**config.mk**
```make
export PLATFORM = sky130hd
export DESIGN_NAME = melody_text_note_parser_core_flat
export DESIGN_NICKNAME = d
export VERILOG_FILES = /design/src/sv/mtnp_pkg.sv /design/src/sv/mtnp_stream_if.sv /design/src/sv/melody_text_note_parser_core.sv /design/src/flat_wrapper.sv
export SDC_FILE = /design/constraint.sdc
export NUM_CORES = 1
export LEC_CHECK = 0
export ABC_AREA = 1
export ABC_CLOCK_PERIOD_IN_PS = 15500
export BUFFER_PORTS_ARGS = -buffer_cell sky130_fd_sc_hd__buf_2
export CAP_MARGIN = 15
export CELL_PAD_IN_SITES_DETAIL_PLACEMENT = 1
export CELL_PAD_IN_SITES_GLOBAL_PLACEMENT = 2
export CORE_MARGIN = 5
export CORE_UTILIZATION = 40
export CTS_CLUSTER_DIAMETER = 60
export CTS_CLUSTER_SIZE = 14
export DETAILED_ROUTE_END_ITERATION = 16
export HOLD_SLACK_MARGIN = 0.03
export PLACE_DENSITY_LB_ADDON = 0.08
export SLEW_MARGIN = 20
export SYNTH_ARGS = -nofsm -noshare
export SYNTH_HDL_FRONTEND = slang
export SYNTH_SLANG_ARGS = --single-unit
```
**constraint.sdc**
```tcl
create_clock -name clk -period 15.5 [get_ports clk]
set_input_delay 0.775 -clock clk [delete_from_list [all_inputs] [get_ports clk]]
set_output_delay 0.775 -clock clk [all_outputs]
set_load 0.1 [all_outputs]
```
**src/sv/mtnp_pkg.sv**
```systemverilog
// mtnp_pkg: shared types and character codes for the melody text note parser
// no dependencies; used by the parser core and the testbench
package mtnp_pkg;

    localparam int CHAR_W       = 8;
    localparam int NOTE_W       = 8;
    localparam int PHRASE_LEN_W = 24;

    localparam logic [CHAR_W-1:0] ASCII_0     = 8'h30;
    localparam logic [CHAR_W-1:0] ASCII_9     = 8'h39;
    localparam logic [CHAR_W-1:0] ASCII_POINT = 8'h2E;
    localparam logic [CHAR_W-1:0] ASCII_COMMA = 8'h2C;
    localparam logic [CHAR_W-1:0] ASCII_SPACE = 8'h20;
    localparam logic [CHAR_W-1:0] ASCII_HASH  = 8'h23;
    localparam logic [CHAR_W-1:0] ASCII_A     = 8'h41;
    localparam logic [CHAR_W-1:0] ASCII_B     = 8'h42;
    localparam logic [CHAR_W-1:0] ASCII_C     = 8'h43;
    localparam logic [CHAR_W-1:0] ASCII_D     = 8'h44;
    localparam logic [CHAR_W-1:0] ASCII_E     = 8'h45;
    localparam logic [CHAR_W-1:0] ASCII_F     = 8'h46;
    localparam logic [CHAR_W-1:0] ASCII_G     = 8'h47;

    typedef struct packed {
        logic [CHAR_W-1:0] char_code;
        logic              line_end;
    } char_beat_t;

    typedef struct packed {
        logic                    note_valid;
        logic [NOTE_W-1:0]       note_number;
        logic                    phrase_done;
        logic [PHRASE_LEN_W-1:0] phrase_len;
        logic                    malformed;
    } note_beat_t;

endpackage

```
**src/sv/mtnp_stream_if.sv**
```systemverilog
// mtnp_stream_if: valid/ready stream channel carrying one payload beat
// payload type is set per instance, normally a struct from mtnp_pkg
interface mtnp_stream_if #(
    parameter type payload_t = logic
) ();
    logic     valid;
    logic     ready;
    payload_t data;

    modport source (output valid, output data, input ready);
    modport sink   (input valid, input data, output ready);
endinterface

```
**src/sv/melody_text_note_parser_core.sv**
```systemverilog
// melody_text_note_parser_core: melody text line parser with iterative divider
// depends on mtnp_pkg and mtnp_stream_if
//
// Usage:
//   chars : sink channel, one character beat (char_code, line_end) per beat.
//   notes : source channel, one result beat for every completed note and one
//           at every line end (phrase_done, phrase_len, malformed).
//   wr_en / wr_data : writes duration_numerator; the user writes it only while
//           the block is idle, which the block itself does not enforce.
// Flow: a character (or line end) that closes a nonzero duration number starts
// the shared restoring divider: a multiply step, an overflow compare step,
// LENGTH_WIDTH subtract steps (skipped when the quotient saturates) and an
// accumulate step. No further character is taken until the divider is idle
// again; other characters are taken without involving the divider.
// Latency: a result beat is registered and valid the cycle after the character
// is taken, or after the accumulate cycle when a division was pending.
// Reset: parser state, phrase length and error clear, duration_numerator
// returns to 32, no beat is pending. There is no clearing pass.
// Stall: a waiting result beat is held in the output register; chars.ready
// is high in idle while that beat can drain in the same cycle, otherwise low.
module melody_text_note_parser_core #(
    parameter int FRACTION_DIGITS = 3,
    parameter int LENGTH_WIDTH    = 24
) (
    input  logic                         clk,
    input  logic                         rst_n,
    input  logic                         wr_en,
    input  logic [7:0]                   wr_data,
    mtnp_stream_if.sink                  chars,
    mtnp_stream_if.source                notes
);

    localparam int MANT_W = 20;
    localparam logic [MANT_W-1:0] MANT_MAX = {MANT_W{1'b1}};
    localparam int FC_W   = 3;
    localparam int NUM_W  = 8;
    localparam int LW     = LENGTH_WIDTH;

    // token phase codes
    localparam logic [1:0] PH_IDLE  = 2'd0;
    localparam logic [1:0] PH_TOKEN = 2'd1;
    localparam logic [1:0] PH_OCT   = 2'd2;
    localparam logic [1:0] PH_OFRAC = 2'd3;

    function automatic logic [19:0] pow10(input logic [FC_W-1:0] n);
        logic [19:0] v;
        case (n)
            3'd0:    v = 20'd1;
            3'd1:    v = 20'd10;
            3'd2:    v = 20'd100;
            3'd3:    v = 20'd1000;
            3'd4:    v = 20'd10000;
            3'd5:    v = 20'd100000;
            default: v = 20'd1000000;
        endcase
        return v;
    endfunction

    localparam int POW_W  = $clog2(int'(pow10(FC_W'(FRACTION_DIGITS))) + 1);
    localparam int PROD_W = NUM_W + POW_W;
    localparam int TOP_W  = PROD_W + 8;
    localparam int SPAN_W = (TOP_W > MANT_W) ? TOP_W : MANT_W;
    localparam int WIDE_W = SPAN_W + LW;
    localparam int CNT_W  = $clog2(LW);

    typedef enum logic [4:0] {
        S_IDLE = 5'b00001,
        S_MUL  = 5'b00010,
        S_CHK  = 5'b00100,
        S_DIV  = 5'b01000,
        S_ADD  = 5'b10000
    } state_t;

    typedef struct packed {
        logic       hit;
        logic [4:0] semi;
    } letter_t;

    function automatic letter_t note_letter(input logic [7:0] c);
        letter_t r;
        r.hit = 1'b1;
        unique case (c)
            mtnp_pkg::ASCII_C: r.semi = 5'd0;
            mtnp_pkg::ASCII_D: r.semi = 5'd2;
            mtnp_pkg::ASCII_E: r.semi = 5'd4;
            mtnp_pkg::ASCII_F: r.semi = 5'd5;
            mtnp_pkg::ASCII_G: r.semi = 5'd7;
            mtnp_pkg::ASCII_A: r.semi = 5'd9;
            mtnp_pkg::ASCII_B: r.semi = 5'd11;
            default:
            begin
                r.hit  = 1'b0;
                r.semi = 5'd0;
            end
        endcase
        return r;
    endfunction

    function automatic logic [7:0] note_code(input logic [4:0] s, input logic [7:0] o);
        return {{3{s[4]}}, s} + (o << 3) + (o << 2);
    endfunction

    state_t               state_reg, state_next;
    logic [NUM_W-1:0]     num_reg;
    logic                 comma_reg, comma_next;
    logic [1:0]           phase_reg, phase_next;
    logic [4:0]           semi_reg, semi_next;
    logic [7:0]           oct_reg, oct_next;
    logic [MANT_W-1:0]    mant_reg, mant_next;
    logic [FC_W-1:0]      fc_reg, fc_next;
    logic                 point_reg, point_next;
    logic [LW-1:0]        len_reg, len_next;
    logic                 err_reg, err_next;
    logic                 pend_end_reg, pend_end_next;
    logic [MANT_W-1:0]    div_m_reg, div_m_next;
    logic [FC_W-1:0]      div_fc_reg, div_fc_next;
    logic [TOP_W-1:0]     top_reg, top_next;
    logic [MANT_W-1:0]    rem_reg, rem_next;
    logic [LW-1:0]        dq_reg, dq_next;
    logic [CNT_W-1:0]     cnt_reg, cnt_next;
    logic                 out_valid_reg;
    mtnp_pkg::note_beat_t out_data_reg;

    logic                 out_load;
    mtnp_pkg::note_beat_t out_load_data;
    logic                 chars_acc;
    logic [7:0]           c;
    logic [3:0]           dig;
    logic                 is_digit;
    logic                 fin_body, fin_end, fin_any, fin_zero;
    logic [MANT_W-1:0]    fin_body_m, fin_end_m;
    logic [FC_W-1:0]      fin_body_fc, fin_end_fc;
    logic                 emit;
    logic [7:0]           note_val;
    logic [23:0]          mant_ext;
    letter_t              letter;
    logic [WIDE_W-1:0]    top_wide, m_wide;
    logic [MANT_W:0]      r_try;
    logic                 r_ge;
    logic [LW:0]          len_sum;
    logic [LW-1:0]        len_sat;

    assign chars.ready = (state_reg == S_IDLE) && (!out_valid_reg || notes.ready);
    assign chars_acc   = chars.valid && chars.ready;
    assign notes.valid = out_valid_reg;
    assign notes.data  = out_data_reg;

    assign c        = chars.data.char_code;
    assign dig      = 4'(c - mtnp_pkg::ASCII_0);
    assign is_digit = (c >= mtnp_pkg::ASCII_0) && (c <= mtnp_pkg::ASCII_9);
    assign letter   = note_letter(c);

    assign top_wide = WIDE_W'(top_reg);
    assign m_wide   = WIDE_W'(div_m_reg) << LW;
    assign r_try    = {rem_reg, dq_reg[LW-1]};
    assign r_ge     = r_try >= {1'b0, div_m_reg};
    assign len_sum  = {1'b0, len_reg} + {1'b0, dq_reg};
    assign len_sat  = len_sum[LW] ? {LW{1'b1}} : len_sum[LW-1:0];

    always_comb
    begin
        state_next    = state_reg;
        comma_next    = comma_reg;
        phase_next    = phase_reg;
        semi_next     = semi_reg;
        oct_next      = oct_reg;
        mant_next     = mant_reg;
        fc_next       = fc_reg;
        point_next    = point_reg;
        len_next      = len_reg;
        err_next      = err_reg;
        pend_end_next = pend_end_reg;
        div_m_next    = div_m_reg;
        div_fc_next   = div_fc_reg;
        top_next      = top_reg;
        rem_next      = rem_reg;
        dq_next       = dq_reg;
        cnt_next      = cnt_reg;
        fin_body      = 1'b0;
        fin_end       = 1'b0;
        fin_body_m    = '0;
        fin_end_m     = '0;
        fin_body_fc   = '0;
        fin_end_fc    = '0;
        fin_any       = 1'b0;
        fin_zero      = 1'b0;
        emit          = 1'b0;
        note_val      = '0;
        mant_ext      = '0;
        out_load      = 1'b0;
        out_load_data = '0;

        unique case (state_reg)
            S_IDLE:
            begin
                if (chars_acc)
                begin
                    if (!comma_next)
                    begin
                        if (is_digit)
                        begin
                            mant_ext = (24'(mant_next) << 3) + (24'(mant_next) << 1) + 24'(dig);
                            if (!point_next || (fc_next < FC_W'(FRACTION_DIGITS)))
                            begin
                                if (point_next)
                                    fc_next = fc_next + 1'b1;
                                mant_next = (mant_ext > 24'(MANT_MAX)) ? MANT_MAX
                                                                       : MANT_W'(mant_ext);
                            end
                            phase_next = PH_TOKEN;
                        end
                        else if (c == mtnp_pkg::ASCII_POINT)
                        begin
                            // a second point closes the number and opens a new one
                            if (phase_next == PH_TOKEN && point_next)
                            begin
                                fin_body    = 1'b1;
                                fin_body_m  = mant_next;
                                fin_body_fc = fc_next;
                                mant_next   = '0;
                                fc_next     = '0;
                            end
                            phase_next = PH_TOKEN;
                            point_next = 1'b1;
                        end
                        else
                        begin
                            if (phase_next == PH_TOKEN)
                            begin
                                fin_body    = 1'b1;
                                fin_body_m  = mant_next;
                                fin_body_fc = fc_next;
                                mant_next   = '0;
                                fc_next     = '0;
                                point_next  = 1'b0;
                                phase_next  = PH_IDLE;
                            end
                            if (c == mtnp_pkg::ASCII_COMMA)
                                comma_next = 1'b1;
                            else if (c != mtnp_pkg::ASCII_SPACE)
                                err_next = 1'b1;
                        end
                    end
                    else
                    begin
                        if (phase_next == PH_TOKEN)
                        begin
                            if (is_digit)
                                oct_next = 8'(dig);
                            else
                            begin
                                semi_next = semi_next +
                                    ((c == mtnp_pkg::ASCII_HASH) ? 5'd1 : 5'd31);
                                oct_next  = '0;
                            end
                            phase_next = PH_OCT;
                        end
                        else if ((phase_next == PH_OCT || phase_next == PH_OFRAC) && is_digit)
                        begin
                            if (phase_next == PH_OCT)
                                oct_next = (oct_next << 3) + (oct_next << 1) + 8'(dig);
                        end
                        else if (phase_next == PH_OCT && c == mtnp_pkg::ASCII_POINT)
                            phase_next = PH_OFRAC;
                        else
                        begin
                            if (phase_next == PH_OCT || phase_next == PH_OFRAC)
                            begin
                                emit       = 1'b1;
                                note_val   = note_code(semi_next, oct_next);
                                phase_next = PH_IDLE;
                            end
                            if (c != mtnp_pkg::ASCII_SPACE)
                            begin
                                if (letter.hit)
                                begin
                                    semi_next  = letter.semi;
                                    oct_next   = '0;
                                    phase_next = PH_TOKEN;
                                end
                                else
                                    err_next = 1'b1;
                            end
                        end
                    end

                    if (chars.data.line_end)
                    begin
                        if (!comma_next)
                        begin
                            if (phase_next == PH_TOKEN)
                            begin
                                fin_end    = 1'b1;
                                fin_end_m  = mant_next;
                                fin_end_fc = fc_next;
                            end
                            err_next = 1'b1;
                        end
                        else if (phase_next == PH_TOKEN)
                            err_next = 1'b1;
                        else if (phase_next == PH_OCT || phase_next == PH_OFRAC)
                        begin
                            emit     = 1'b1;
                            note_val = note_code(semi_next, oct_next);
                        end
                    end

                    // a zero duration saturates the length, so any other term is moot
                    fin_any  = fin_body || fin_end;
                    fin_zero = (fin_body && fin_body_m == '0) || (fin_end && fin_end_m == '0);
                    if (fin_any && fin_zero)
                    begin
                        len_next = {LW{1'b1}};
                        err_next = 1'b1;
                    end
                    else if (fin_any)
                    begin
                        div_m_next    = fin_end ? fin_end_m : fin_body_m;
                        div_fc_next   = fin_end ? fin_end_fc : fin_body_fc;
                        pend_end_next = chars.data.line_end;
                        state_next    = S_MUL;
                    end

                    if (chars.data.line_end && !(fin_any && !fin_zero))
                    begin
                        out_load                  = 1'b1;
                        out_load_data.note_valid  = emit;
                        out_load_data.note_number = emit ? note_val : '0;
                        out_load_data.phrase_done = 1'b1;
                        out_load_data.phrase_len  = mtnp_pkg::PHRASE_LEN_W'(len_next);
                        out_load_data.malformed   = err_next;
                        len_next                  = '0;
                        err_next                  = 1'b0;
                    end
                    else if (emit)
                    begin
                        out_load                  = 1'b1;
                        out_load_data.note_valid  = 1'b1;
                        out_load_data.note_number = note_val;
                    end

                    if (chars.data.line_end)
                    begin
                        comma_next = 1'b0;
                        phase_next = PH_IDLE;
                        semi_next  = '0;
                        oct_next   = '0;
                        mant_next  = '0;
                        fc_next    = '0;
                        point_next = 1'b0;
                    end
                end
            end
            S_MUL:
            begin
                top_next   = {PROD_W'(num_reg) * PROD_W'(pow10(div_fc_reg)), 8'b0};
                state_next = S_CHK;
            end
            S_CHK:
            begin
                // quotient of more than LW bits saturates
                if (top_wide >= m_wide)
                begin
                    dq_next    = {LW{1'b1}};
                    state_next = S_ADD;
                end
                else
                begin
                    rem_next   = MANT_W'(top_wide >> LW);
                    dq_next    = LW'(top_wide);
                    cnt_next   = CNT_W'(LW - 1);
                    state_next = S_DIV;
                end
            end
            S_DIV:
            begin
                rem_next = r_ge ? MANT_W'(r_try - {1'b0, div_m_reg}) : MANT_W'(r_try);
                dq_next  = {dq_reg[LW-2:0], r_ge};
                cnt_next = cnt_reg - 1'b1;
                if (cnt_reg == '0)
                    state_next = S_ADD;
            end
            S_ADD:
            begin
                if (!pend_end_reg)
                begin
                    len_next   = len_sat;
                    state_next = S_IDLE;
                end
                else if (!out_valid_reg || notes.ready)
                begin
                    out_load                  = 1'b1;
                    out_load_data.phrase_done = 1'b1;
                    out_load_data.phrase_len  = mtnp_pkg::PHRASE_LEN_W'(len_sat);
                    out_load_data.malformed   = err_reg;
                    len_next                  = '0;
                    err_next                  = 1'b0;
                    state_next                = S_IDLE;
                end
            end
            default:
            begin
                state_next = S_IDLE;
            end
        endcase
    end

    always_ff @(posedge clk or negedge rst_n)
    begin
        if (!rst_n)
        begin
            state_reg     <= S_IDLE;
            num_reg       <= NUM_W'(32);
            comma_reg     <= 1'b0;
            phase_reg     <= PH_IDLE;
            semi_reg      <= '0;
            oct_reg       <= '0;
            mant_reg      <= '0;
            fc_reg        <= '0;
            point_reg     <= 1'b0;
            len_reg       <= '0;
            err_reg       <= 1'b0;
            pend_end_reg  <= 1'b0;
            out_valid_reg <= 1'b0;
        end
        else
        begin
            state_reg    <= state_next;
            if (wr_en)
                num_reg <= wr_data;
            comma_reg    <= comma_next;
            phase_reg    <= phase_next;
            semi_reg     <= semi_next;
            oct_reg      <= oct_next;
            mant_reg     <= mant_next;
            fc_reg       <= fc_next;
            point_reg    <= point_next;
            len_reg      <= len_next;
            err_reg      <= err_next;
            pend_end_reg <= pend_end_next;
            if (out_load)
                out_valid_reg <= 1'b1;
            else if (notes.ready)
                out_valid_reg <= 1'b0;
        end
    end

    // divider datapath and result beat, no reset needed
    always_ff @(posedge clk)
    begin
        div_m_reg  <= div_m_next;
        div_fc_reg <= div_fc_next;
        top_reg    <= top_next;
        rem_reg    <= rem_next;
        dq_reg     <= dq_next;
        cnt_reg    <= cnt_next;
        if (out_load)
            out_data_reg <= out_load_data;
    end

    a_div_count: assert property (@(posedge clk) disable iff (!rst_n)
        (state_reg == S_DIV && cnt_reg != '0) |=>
            (state_reg == S_DIV && cnt_reg == $past(cnt_reg) - 1'b1))
        else $error("divider step count broken");

    a_chk_next: assert property (@(posedge clk) disable iff (!rst_n)
        (state_reg == S_CHK) |=> (state_reg == S_DIV || state_reg == S_ADD))
        else $error("overflow check did not branch to divide or accumulate");

    a_rem_bound: assert property (@(posedge clk) disable iff (!rst_n)
        (state_reg == S_DIV) |-> (rem_reg < div_m_reg))
        else $error("partial remainder not below divisor");

    a_mid_beat: assert property (@(posedge clk) disable iff (!rst_n)
        (out_valid_reg && !out_data_reg.phrase_done) |->
            (out_data_reg.note_valid && out_data_reg.phrase_len == '0
             && !out_data_reg.malformed))
        else $error("note beat carries phrase fields");

endmodule

```
**src/flat_wrapper.sv**
```systemverilog
// flat-port wrapper written by rule: the top's interface ports become plain ports
module melody_text_note_parser_core_flat 
#(
    parameter int FRACTION_DIGITS = 3,
    parameter int LENGTH_WIDTH    = 24
)
  (clk, rst_n, wr_en, wr_data, chars_valid, chars_data, chars_ready, notes_valid, notes_data, notes_ready);
  mtnp_stream_if #(.payload_t(mtnp_pkg::char_beat_t)) chars_i ();
  mtnp_stream_if #(.payload_t(mtnp_pkg::note_beat_t)) notes_i ();
  input  logic clk;
  input  logic rst_n;
  input  logic wr_en;
  input  logic [7:0] wr_data;
  input wire logic [$bits(chars_i.valid)-1:0] chars_valid;
  input wire logic [$bits(chars_i.data)-1:0] chars_data;
  output wire logic [$bits(chars_i.ready)-1:0] chars_ready;
  output wire logic [$bits(notes_i.valid)-1:0] notes_valid;
  output wire logic [$bits(notes_i.data)-1:0] notes_data;
  input wire logic [$bits(notes_i.ready)-1:0] notes_ready;
  assign chars_i.valid = chars_valid;
  assign chars_i.data = chars_data;
  assign chars_ready = chars_i.ready;
  assign notes_valid = notes_i.valid;
  assign notes_data = notes_i.data;
  assign notes_i.ready = notes_ready;
  melody_text_note_parser_core #(.FRACTION_DIGITS(FRACTION_DIGITS), .LENGTH_WIDTH(LENGTH_WIDTH)) u_core (.clk(clk), .rst_n(rst_n), .wr_en(wr_en), .wr_data(wr_data), .chars(chars_i), .notes(notes_i));
endmodule
```
==> qor.txt <==
Number of global-route vias before repair - 16844
Mapped Area - 18100 µm²
Die height - 223 µm
Clk Latency, worst-skew pair - 0.57 ns
Die ar. - 49600 µm²
# IOs - 59
Final setup fails - 0
Crit path arrival time - 6.47 ns
Post-synth ARST share - 38.4%
WHS - 0.0881 ns
Worst Setup Path Type - reg -> reg
Antenna violations before repair - 1
Relative slew slack - 26.5%
Leak pwr - 9.93 nW
DR DRC count - 0
Routed Antenna Nets - 0
FMAX - 0.161 GHz
Final Util - 44.2%
Pwr Density - 146 nW/µm²
Syn_area_per_cell - 7.69 µm²
Main synth FF type - edfxtp_1
H-Tree Depth - 1
Via count - 15874
CP Max Fanout - 14
Synth unique cells - 65
Share of the synthesized area in the top cell type - 20.7%
Final hold vios - 0
Avg WL per Cell - 18.9 µm
Hold WC Path Type - in -> async
Min Tclk post-route - 6.20 ns
Clock sinks - 203
Count of flip-flops with a built-in enable after synthesis - 125
Initial core utilization - 40.2%
VDD IR-drop max - 0.0994 mV
Post CTS Setup Buffer Count - 0
Max-Cap Viols - 0
Nets - 2635
Worst Path Required - 15.77 ns
Num CTS Buffers - 27
Gr ovfl total - 0
Synth area leaders - edfxtp_1, nand2_1, dfrtp_1
Most frequent cells in the layout - nand2_1, inv_1, nor2_1
Final Wtd Congestion - 0.855
Global-route wire length before repair - 91800 µm
Clock root buffer - clkbuf_16
Worst-margin pin slew - 1.10 ns
Clock Path Buffers - 3
Commonest non-fill, non-tap cell in the layout - nand2_1
Most frequent CP cell - nand2_1
CP max stage cell - edfxtp_1
Critical Path Start Type - flip-flop
Sequential element share of the synthesized area - 31.5%
Layout Area Growth over Synthesis - 10.2%
TritonRoute pass-1 iters - 5
Yosys warns - 0
Synth Register Bits - 203
Post_cts resized - 0
Vias/cell - 5.26
Core area - 45100 µm²
Gr usage total - 22.7%
CP Capture Type - flip-flop
Pin count of the biggest net entering global routing - 64
HPWL after DPL - 43200 µm
Slew Viols, Final - 0
Sum of negative setup slack - 0 ns
# diodes - 0
Worst path max stage delay - 0.72 ns
Outcome - finished, final reports clean
Final WL - 56900 µm
CTS tree - built
# port buffers - 58
Post-Syn Instances - 2353
Area leader, netlist - edfxtp_1
Post-CTS Hold Buffers - 0
Unrepaired setup endpoints after global routing - false
Net count after synthesis - 2593
Share of cells above drive strength 1 - 9.23%
Number of flip-flops in the largest register - 35
Die X-Extent - 223 µm
Core Rows - 78
Clock-pin transition on the worst setup and hold timing paths - 0.06 ns
Final period util - 40.0%
Initial DRC count - 945
Worst Clk Skew - 0.0206 ns
==> power breakdown <==
part	leakage, nW	switching [W]	internal [W]	total [W]
logic	7.39	0.000993	0.000493	0.00149
registers	2.11	0.000111	0.000680	0.000791
clock network	0.432	0.000286	0.000353	0.000640
total	9.93	0.00139	0.00153	0.00292
==> per-stage QoR <==
stage | worst slack (ns) | std cells | instance area, µm² | total power [W]
2_1_floorplan | 10.42 | 2353 | 18100 | 0.00188
3_3_place_gp | 9.11 | 2966 | 19000 | 0.00225
3_5_place_dp | 9.03 | 2966 | 19000 | 0.00229
4_1_cts | 9.33 | 3016 | 19900 | 0.00295
5_1_grt | 8.84 | 3016 | 19900 | 0.00317
6_report | 9.30 | 3016 | 19900 | 0.00292
==> synth_stat cells, types with 12 or more instances <==
library cell  count
inv_2            20
inv_1           392
a21oi_1         182
o22ai_2          13
fa_1             78
o22ai_1          17
ha_1            140
or2_2            12
o21ai_0         139
xor2_1           49
nor4_1           12
clkbuf_1         46
nor3_1           14
dfrtp_1          76
nand4_1          24
xnor2_1          29
o211ai_1         14
edfxtp_1        125
nand3_1         115
nand2_1         526
nor2_1          192
==> cell type report <==
cell class	instances	area (µm²)
inverters	423	1590
multi-input cells	1663	10600
well taps	600	751
fillers	5632	25100
flip-flops and latches	203	5710
clock inverters	20	203
repair buffers	77	435
clock buffers	30	697
==> metal layers <==
| layer | global-route usage, % | share of wire [%] | vias to the layer above |
|---|---|---|---|
| met1 | 32.1 | 48 | 7822 |
| met3 | 2.30 | 3.3 | 66 |
| met4 | 4.27 | 1.8 | 0 |
| met5 | 0 | 0 | - |
| met2 | 38.2 | 47 | 240 |
| li1 | - | - | 7746 |
==> critical path: cells and delay by family (launching register included) <==
family,cells,cell delay (ns)
fa+ha+maj,5,2.30
buf+inv,6,0.72
compound gates,6,0.86
simple gates,12,1.14
xor+xnor,1,0.14
flops,1,0.72
==> path summary, 6_finish.rpt <==
check                                     startpoint                   to  slack, ns  cells past startpoint
worst max-delay path            u_core.div_fc_reg[1]   u_core.top_reg[25]       9.30                     30
worst min-delay path                           rst_n    u_core.len_reg[2]       0.09                      1
worst max register to register  u_core.div_fc_reg[1]   u_core.top_reg[25]       9.30                     30
worst min register to register   u_core.state_reg[0]  u_core.state_reg[0]       0.51                      2
max in group asynchronous                      rst_n    u_core.num_reg[3]      14.09                      2
min in group clk                          wr_data[7]    u_core.num_reg[7]       0.43                      3
==> cells by family (layout without fill, tap and decap cells) <==
family                   after synthesis  in the layout  synth area share (%)
multiplexers                           4              4                 0.221
buffers and inverters                487            550                  10.4
AO/OA/AOI/OAI                        432            432                  13.8
AND/OR/NAND/NOR                      931            931                  21.9
flip-flops                           203            203                  31.5
adder cells (fa/ha/maj)              218            218                  18.3
XOR/XNOR                              78             78                  3.77
(Power assumes the default switching activity.)
